File: src/design/page_replacement_fifo_lru_assert.svh
// ----------------------------------------------------------------------------
// page_replacement_fifo_lru_assert.svh
// Assertion macros used by the page replacement sequencer.
// ----------------------------------------------------------------------------
`ifndef PAGE_REPLACEMENT_FIFO_LRU_ASSERT_SVH
`define PAGE_REPLACEMENT_FIFO_LRU_ASSERT_SVH

`ifndef NO_ASSERTIONS
// property that must hold at every clock edge outside reset
`define PRFL_ASSERT(lbl, prop, msg) \
	lbl: assert property (@(posedge clk) disable iff (!arst_n) (prop)) else $error(msg);
// antecedent this cycle implies consequent in the next cycle
`define PRFL_ASSERT_NEXT(lbl, ante, cons, msg) \
	lbl: assert property (@(posedge clk) disable iff (!arst_n) (ante) |=> (cons)) \
		else $error(msg);
`else
`define PRFL_ASSERT(lbl, prop, msg)
`define PRFL_ASSERT_NEXT(lbl, ante, cons, msg)
`endif

`endif

File: src/design/prfl_pkg.sv
// ----------------------------------------------------------------------------
// prfl_pkg
// Types and constants of the page replacement block.
// ----------------------------------------------------------------------------
`timescale 1ns / 1ps

package prfl_pkg;

	// field widths
	localparam int PAGE_BITS    = 8;
	localparam int COUNT_W      = 16;
	localparam int SLOT_FIELD_W = 3;
	localparam int FRAMES_W     = 4;

	localparam logic [COUNT_W-1:0] COUNT_MAX = '1;

	// register indexes (address bit 2)
	localparam logic REG_POLICY = 1'b0;
	localparam logic REG_FRAMES = 1'b1;

	// register reset values
	localparam logic                POLICY_RESET = 1'b1;
	localparam logic [FRAMES_W-1:0] FRAMES_RESET = 4'd3;

	// policy codes
	localparam logic POLICY_FIFO = 1'b0;
	localparam logic POLICY_LRU  = 1'b1;

	typedef struct packed {
		logic [PAGE_BITS-1:0] page_number;
		logic                 restart;
	} prfl_req_t;

	typedef struct packed {
		logic                    fault;
		logic [SLOT_FIELD_W-1:0] hit_slot;
		logic                    evicted_valid;
		logic [PAGE_BITS-1:0]    evicted_page;
		logic [COUNT_W-1:0]      fault_total;
	} prfl_rsp_t;

	typedef struct packed {
		logic                policy_mode;
		logic [FRAMES_W-1:0] frames_in_use;
	} prfl_cfg_t;

	typedef struct packed {
		logic capture;
		logic exec;
	} prfl_cmd_t;

endpackage

File: src/design/prfl_regs.sv
// ----------------------------------------------------------------------------
// prfl_regs
// APB configuration registers: replacement policy and frame count.
// ----------------------------------------------------------------------------
`timescale 1ns / 1ps

module prfl_regs import prfl_pkg::*; (
	input  logic        clk,
	input  logic        arst_n,
	input  logic        psel,
	input  logic        penable,
	input  logic        pwrite,
	input  logic [2:0]  paddr,
	input  logic [31:0] pwdata,
	output logic [31:0] prdata,
	output logic        pready,
	output prfl_cfg_t   cfg
);

	logic                policy_q;
	logic [FRAMES_W-1:0] frames_q;
	logic                wr_en;

	assign pready = 1'b1;
	assign wr_en  = psel && penable && pwrite;

	// register write on the access phase
	always_ff @(posedge clk or negedge arst_n) begin
		if (!arst_n) begin
			policy_q <= POLICY_RESET;
			frames_q <= FRAMES_RESET;
		end else if (wr_en) begin
			unique case (paddr[2])
				REG_POLICY: policy_q <= pwdata[0];
				REG_FRAMES: frames_q <= pwdata[FRAMES_W-1:0];
				default: ;
			endcase
		end
	end

	// read back
	always_comb begin
		unique case (paddr[2])
			REG_POLICY: prdata = {31'b0, policy_q};
			REG_FRAMES: prdata = {{(32-FRAMES_W){1'b0}}, frames_q};
			default:    prdata = '0;
		endcase
	end

	assign cfg.policy_mode   = policy_q;
	assign cfg.frames_in_use = frames_q;

endmodule

File: src/design/prfl_datapath.sv
// ----------------------------------------------------------------------------
// prfl_datapath
// Frame list, parallel search, list shift, fault counter and result register.
// ----------------------------------------------------------------------------
`timescale 1ns / 1ps

module prfl_datapath import prfl_pkg::*; #(
	parameter int MAX_FRAMES = 8
) (
	input  logic      clk,
	input  logic      arst_n,
	input  prfl_cmd_t cmd,
	input  prfl_cfg_t cfg,
	input  prfl_req_t req,
	output prfl_rsp_t rsp
);

	localparam int SLOT_W = (MAX_FRAMES > 1) ? $clog2(MAX_FRAMES) : 1;
	localparam logic [7:0] MAXF8 = 8'(MAX_FRAMES);

	prfl_req_t            req_q;
	prfl_rsp_t            rsp_q;
	logic [PAGE_BITS-1:0] page_q [MAX_FRAMES];
	logic [MAX_FRAMES-1:0] valid_q;
	logic [COUNT_W-1:0]   cnt_q;

	logic [7:0]            fiu8, n8, last8;
	logic [SLOT_W-1:0]     last_idx, slot, sh_last;
	logic [SLOT_W+2:0]     slot_ext;
	logic [MAX_FRAMES-1:0] valid_eff;
	logic                  found, do_shift, ev_valid;
	logic [COUNT_W-1:0]    cnt_base, cnt_next;

	// clamp frame count to 1..MAX_FRAMES
	always_comb begin
		fiu8 = {{(8-FRAMES_W){1'b0}}, cfg.frames_in_use};
		if (fiu8 == 8'd0)
			n8 = 8'd1;
		else if (fiu8 > MAXF8)
			n8 = MAXF8;
		else
			n8 = fiu8;
		last8    = n8 - 8'd1;
		last_idx = last8[SLOT_W-1:0];
	end

	// restart clears the list and count ahead of the lookup
	assign valid_eff = req_q.restart ? '0 : valid_q;
	assign cnt_base  = req_q.restart ? '0 : cnt_q;

	// compare all in-use frames, highest matching position wins
	always_comb begin
		found = 1'b0;
		slot  = '0;
		for (int i = 0; i < MAX_FRAMES; i++) begin
			if (valid_eff[i] && (page_q[i] == req_q.page_number) &&
			    (SLOT_W'(i) <= last_idx)) begin
				found = 1'b1;
				slot  = SLOT_W'(i);
			end
		end
	end

	assign ev_valid = !found && valid_eff[last_idx];
	assign do_shift = !found || (cfg.policy_mode == POLICY_LRU);
	assign sh_last  = found ? slot : last_idx;
	assign slot_ext = {3'b000, slot};
	assign cnt_next = (!found && (cnt_base != COUNT_MAX)) ? cnt_base + 1'b1 : cnt_base;

	// request capture
	always_ff @(posedge clk) begin
		if (cmd.capture)
			req_q <= req;
	end

	// frame pages: shift back and insert at the front
	always_ff @(posedge clk) begin
		if (cmd.exec && do_shift) begin
			page_q[0] <= req_q.page_number;
			for (int i = 1; i < MAX_FRAMES; i++) begin
				if (SLOT_W'(i) <= sh_last)
					page_q[i] <= page_q[i-1];
			end
		end
	end

	// valid bits and fault counter
	always_ff @(posedge clk or negedge arst_n) begin
		if (!arst_n) begin
			valid_q <= '0;
			cnt_q   <= '0;
		end else if (cmd.exec) begin
			cnt_q <= cnt_next;
			if (do_shift) begin
				valid_q[0] <= 1'b1;
				for (int i = 1; i < MAX_FRAMES; i++) begin
					if (SLOT_W'(i) <= sh_last)
						valid_q[i] <= valid_eff[i-1];
					else
						valid_q[i] <= valid_eff[i];
				end
			end else begin
				valid_q <= valid_eff;
			end
		end
	end

	// result register
	always_ff @(posedge clk) begin
		if (cmd.exec) begin
			rsp_q.fault         <= !found;
			rsp_q.hit_slot      <= found ? slot_ext[2:0] : '0;
			rsp_q.evicted_valid <= ev_valid;
			rsp_q.evicted_page  <= ev_valid ? page_q[last_idx] : '0;
			rsp_q.fault_total   <= cnt_next;
		end
	end

	assign rsp = rsp_q;

endmodule

File: src/design/prfl_ctrl.sv
// ----------------------------------------------------------------------------
// prfl_ctrl
// Sequencer: accepts a reference, runs the execute state, strobes the result.
// ----------------------------------------------------------------------------
`timescale 1ns / 1ps
`include "page_replacement_fifo_lru_assert.svh"

module prfl_ctrl import prfl_pkg::*; (
	input  logic      clk,
	input  logic      arst_n,
	input  logic      start,
	output logic      busy,
	output logic      done,
	output prfl_cmd_t cmd
);

	typedef enum logic {
		ST_IDLE,
		ST_EXEC
	} state_t;

	state_t state_q;
	logic   busy_q;
	logic   done_q;

	// state and registered outputs
	always_ff @(posedge clk or negedge arst_n) begin
		if (!arst_n) begin
			state_q <= ST_IDLE;
			busy_q  <= 1'b0;
			done_q  <= 1'b0;
		end else begin
			done_q <= 1'b0;
			unique case (state_q)
				ST_IDLE: begin
					if (start) begin
						state_q <= ST_EXEC;
						busy_q  <= 1'b1;
					end
				end
				ST_EXEC: begin
					state_q <= ST_IDLE;
					busy_q  <= 1'b0;
					done_q  <= 1'b1;
				end
				default: begin
					state_q <= ST_IDLE;
					busy_q  <= 1'b0;
				end
			endcase
		end
	end

	assign busy        = busy_q;
	assign done        = done_q;
	assign cmd.capture = start && !busy_q;
	assign cmd.exec    = (state_q == ST_EXEC);

	// sequencing checks
	`PRFL_ASSERT_NEXT(a_accept_execs, start && !busy, cmd.exec, "accepted transaction not executed")
	`PRFL_ASSERT_NEXT(a_exec_done, cmd.exec, done && !busy, "execute cycle gave no strobe")
	`PRFL_ASSERT(a_busy_exec, busy == cmd.exec, "busy out of step with execute state")
	`PRFL_ASSERT(a_done_single, done |=> !done, "result strobe longer than one cycle")

endmodule

File: src/design/page_replacement_fifo_lru.sv
// ----------------------------------------------------------------------------
// page_replacement_fifo_lru
// Page replacement unit with FIFO or LRU policy over a list of page frames.
// ----------------------------------------------------------------------------
// A reference is taken when start is high and busy is low. The next cycle
// compares every in-use frame in parallel and shifts the list, and the result
// appears on result with done high for exactly one cycle after that. There is
// no backpressure on the result side: done is a single-cycle strobe and the
// receiver must capture result in that cycle. busy is high only during the
// execute cycle, so a new reference may be started in the cycle done shows,
// and none is taken while one executes. Configuration writes go through the
// APB port and are to be made only while idle; the block does not enforce it.
// ----------------------------------------------------------------------------
`timescale 1ns / 1ps

module page_replacement_fifo_lru import prfl_pkg::*; #(
	parameter int MAX_FRAMES = 8
) (
	input  logic        clk,
	input  logic        arst_n,
	input  logic        start,
	output logic        busy,
	input  prfl_req_t   request,
	output logic        done,
	output prfl_rsp_t   result,
	input  logic        psel,
	input  logic        penable,
	input  logic        pwrite,
	input  logic [2:0]  paddr,
	input  logic [31:0] pwdata,
	output logic [31:0] prdata,
	output logic        pready
);

	prfl_cfg_t cfg;
	prfl_cmd_t cmd;

	// configuration registers
	prfl_regs u_regs (
		.clk     (clk),
		.arst_n  (arst_n),
		.psel    (psel),
		.penable (penable),
		.pwrite  (pwrite),
		.paddr   (paddr),
		.pwdata  (pwdata),
		.prdata  (prdata),
		.pready  (pready),
		.cfg     (cfg)
	);

	// sequencer
	prfl_ctrl u_ctrl (
		.clk    (clk),
		.arst_n (arst_n),
		.start  (start),
		.busy   (busy),
		.done   (done),
		.cmd    (cmd)
	);

	// frame list datapath
	prfl_datapath #(
		.MAX_FRAMES (MAX_FRAMES)
	) u_datapath (
		.clk    (clk),
		.arst_n (arst_n),
		.cmd    (cmd),
		.cfg    (cfg),
		.req    (request),
		.rsp    (result)
	);

endmodule

File: config.mk
export PLATFORM = sky130hd
export DESIGN_NAME = page_replacement_fifo_lru
export DESIGN_NICKNAME = d
export VERILOG_FILES = /design/src/design/prfl_pkg.sv /design/src/design/prfl_regs.sv /design/src/design/prfl_datapath.sv /design/src/design/prfl_ctrl.sv /design/src/design/page_replacement_fifo_lru.sv
export VERILOG_INCLUDE_DIRS = /design/src /design/src/design
export SDC_FILE = /design/constraint.sdc
export NUM_CORES = 1
export LEC_CHECK = 0
export BUFFER_PORTS_ARGS = -buffer_cell sky130_fd_sc_hd__clkbuf_2
export CORE_MARGIN = 5
export CORE_UTILIZATION = 40
export DETAILED_ROUTE_END_ITERATION = 8
export PLACE_DENSITY_LB_ADDON = 0.05
export SLEW_MARGIN = 25
export SYNTH_ARGS = -nofsm -noshare
export SYNTH_HDL_FRONTEND = slang
export SYNTH_HIERARCHICAL = 1
export SYNTH_SLANG_ARGS = --single-unit
export TNS_END_PERCENT = 20
File: constraint.sdc
create_clock -name clk -period 10.3 [get_ports clk]
set_clock_uncertainty 0.05 [all_clocks]
set_input_delay 1.03 -clock clk [delete_from_list [all_inputs] [get_ports clk]]
set_output_delay 1.03 -clock clk [all_outputs]
set_load 0.05 [all_outputs]
==> results.json <==
{
  "root_buffer": "clkbuf_16",
  "nets": 636,
  "synth_top_area_frac": 0.437,
  "synth_area_mm2": 0.00701,
  "crit_type": "register to register",
  "holdWs_ns": 0.439,
  "post-cts-setup-buffers": 0,
  "finalSetupTns_ns": 0,
  "pre_cts_slack_ns": 4.90,
  "max-slew-margin-rel": 0.339,
  "ys_top_cells_by_area": "edfxtp_1 44%, dfrtp_1 10%, mux4_2 5.8%",
  "setup_viol": 0,
  "dp_cells": 787,
  "worstSetupStartpointType": "register",
  "drcViolationCount": 0,
  "p_int_uw": 1280,
  "routedWlPerCell_um": 18.8,
  "start_util": 0.407,
  "grt_pass1_wl_mm": 24.1,
  "switching_share": 0.314,
  "hold_path_class": "register to register",
  "hp-start": "u_datapath/page_q[2][2]$_DFFE_PP_",
  "p_seq_frac": 0.395,
  "cp-end-kind": "register",
  "yosys_most_used_dff": "edfxtp_1",
  "ys_warn_count": 6,
  "cp_data_arrival_time_ns": 5.37,
  "final_cell_count_no_fill": 819,
  "pwr-share-clk": 0.362,
  "grt_overflow_total": 0,
  "finalMaxSlewViolations": 0,
  "grt_setup_unrepaired": "false",
  "r2r_slack_ns": 4.91,
  "drive_gt1_frac": 0.239,
  "insertion_delay_ns": 0.42,
  "async_reset_ff_frac": 0.239,
  "final_hold_viol_count": 0,
  "ant_nets": 0,
  "die_w_um": 142,
  "vias": 4225,
  "synth.most_common_cell": "edfxtp_1",
  "power_density_mw_per_mm2": 232,
  "drv_cap": 0,
  "syn_to_final_growth_pct": 14.2,
  "setup.worst_path.start": "u_regs/frames_q[0]$_DFFE_PN1P_",
  "die_h_um": 142,
  "clk_path_buf_depth": 2,
  "grt_max_degree": 47,
  "grt_use_total": 0.156,
  "synth_edf_count": 102,
  "num_rows": 48,
  "max-vdd-ir-drop_mv": 0.113,
  "ys_types": 72,
  "dr.pass1.iters": 4,
  "fmax_mhz": 186,
  "place_congestion": 0.834,
  "syn_inst": 531,
  "io_buffers": 54,
  "path_clk_slew_ns": 0.06,
  "synth_largest_area_cell": "edfxtp_1",
  "synth_common_cells": "102 x edfxtp_1, 41 x nor2_1, 40 x xor2_1",
  "worst-slew-pin-transition_ns": 0.990,
  "p_leak_uw": 0.00296,
  "die_area_mm2": 0.0203,
  "regToRegStartpoint": "u_regs/frames_q[0]$_DFFE_PN1P_",
  "switchingPower_uw": 584,
  "postCtsResizedCells": 0,
  "antenna_found_initial": 0,
  "design.portCount": 114,
  "wl_mm": 15.4,
  "min_period_ns": 5.39,
  "status": "completed",
  "crit_fanout": 19,
  "yosysSeqAreaShare": 0.552,
  "post-dp-hpwl_mm": 11.1,
  "pwr-share-comb": 0.243,
  "syn_area_per_cell_um2": 13.2,
  "cts-buffers-inserted": 17,
  "setup_ws_ns": 4.91,
  "htree_num_levels": 4,
  "postCtsHoldBufs": 0,
  "ys_seq_elements": 134,
  "coreArea_mm2": 0.0172,
  "diodes": 0,
  "drtIter0Drc": 267,
  "post-route-util": 0.465,
  "grt_pass1_vias": 4341,
  "critPathRequiredTime_ns": 10.29,
  "cts.sinks": 134,
  "vias_per_cell": 5.16,
  "cts_tree": "done",
  "fin_crit_sh": 0.523
}
## power groups by stage
stage | Combinational [uW] | Sequential (uW) | Clock, uW
6_report | 452 | 736 | 673
4_1_cts | 457 | 735 | 687
3_3_place_gp | 452 | 742 | 0
3_5_place_dp | 456 | 746 | 0
5_1_grt | 487 | 746 | 710
2_1_floorplan | 332 | 756 | 0
## layer usage
metal  share of wire  vias to the layer above  GRT usage
met1            0.48                     2079      0.225
li1                -                     2016          -
met4          0.0073                        0     0.0525
met2            0.46                      120      0.236
met3           0.057                       10     0.0329
met5               0                        -          0
## state kept, by name, summed over array words and instances, names as in the netlist, 4 cells and up
name and count:
u_datapath/valid_q 8, u_datapath/req_q 9, u_datapath/cnt_q 16, u_regs/frames_q 4, u_datapath/page_q 64, u_datapath/rsp 29
## critical path, cell delays in order (launching register included)
cell      delay, ns
dfstp_2        0.55
o21ba_1        0.19
nor2_4         0.30
inv_4          0.24
ha_1           0.27
ha_1           0.60
nor2b_1        0.32
or4b_1         0.46
or4_4          0.52
and2_1         0.18
o21bai_1       0.38
a22oi_2        0.15
a21oi_1        0.79
## layout make-up
type                    instances  area (um^2)
repair buffers                 57          293
well taps                     225          282
fillers                      1577         9230
inverters                      12         47.5
clock inverters                14          221
clock buffers                  18          429
flip-flops and latches        134         3870
multi-input cells             359         2870
## path summary, 6_finish.rpt
kind | endpoint | depth (start not counted)
max | u_datapath/page_q[2][6]$_DFFE_PP_ | 12
min | u_datapath/page_q[3][2]$_DFFE_PP_ | 0
max reg2reg | u_datapath/page_q[2][6]$_DFFE_PP_ | 12
min reg2reg | u_datapath/page_q[3][2]$_DFFE_PP_ | 0
max in group asynchronous | u_ctrl/state_q$_DFF_PN0_ | 1
min in group asynchronous | u_ctrl/done$_DFF_PN0_ | 1
## metrics by stage
stage	area, um^2	power [uW]
4_1_cts	8010	1880
6_report	8010	1860
5_1_grt	8010	1940
3_3_place_gp	7360	1190
2_1_floorplan	7110	1090
3_5_place_dp	7360	1200
## placed cells by master, fill, tap and decap left out, types with 8 or more instances in the layout
master / count
nand4_1: 9
mux2_2: 9
nor3_1: 13
nor2b_1: 13
xor2_1: 40
nand3_1: 10
edfxtp_1: 102
mux2i_1: 13
conb_1: 29
o2bb2ai_1: 8
xnor2_1: 39
inv_1: 11
mux4_2: 18
nor2_1: 41
clkbuf_2: 54
dfrtp_1: 28
nand2_1: 17
clkbuf_16: 17
## cells by family (layout without fill, tap and decap cells)
kind of cell | count (synthesis) | after routing | synth area share
xor gates and xnor gates | 79 | 79 | 0.0987
buffers and inverters | 65 | 101 | 0.0546
muxes | 41 | 41 | 0.0940
adders and majority gates | 5 | 5 | 0.00892
DFF | 134 | 134 | 0.552
AOI/OAI and AO/OA | 53 | 53 | 0.0623
other | 2 | 29 | 0.00107
and+or+nand+nor | 152 | 152 | 0.129
Note: power is estimated with default switching activity, not from simulation.
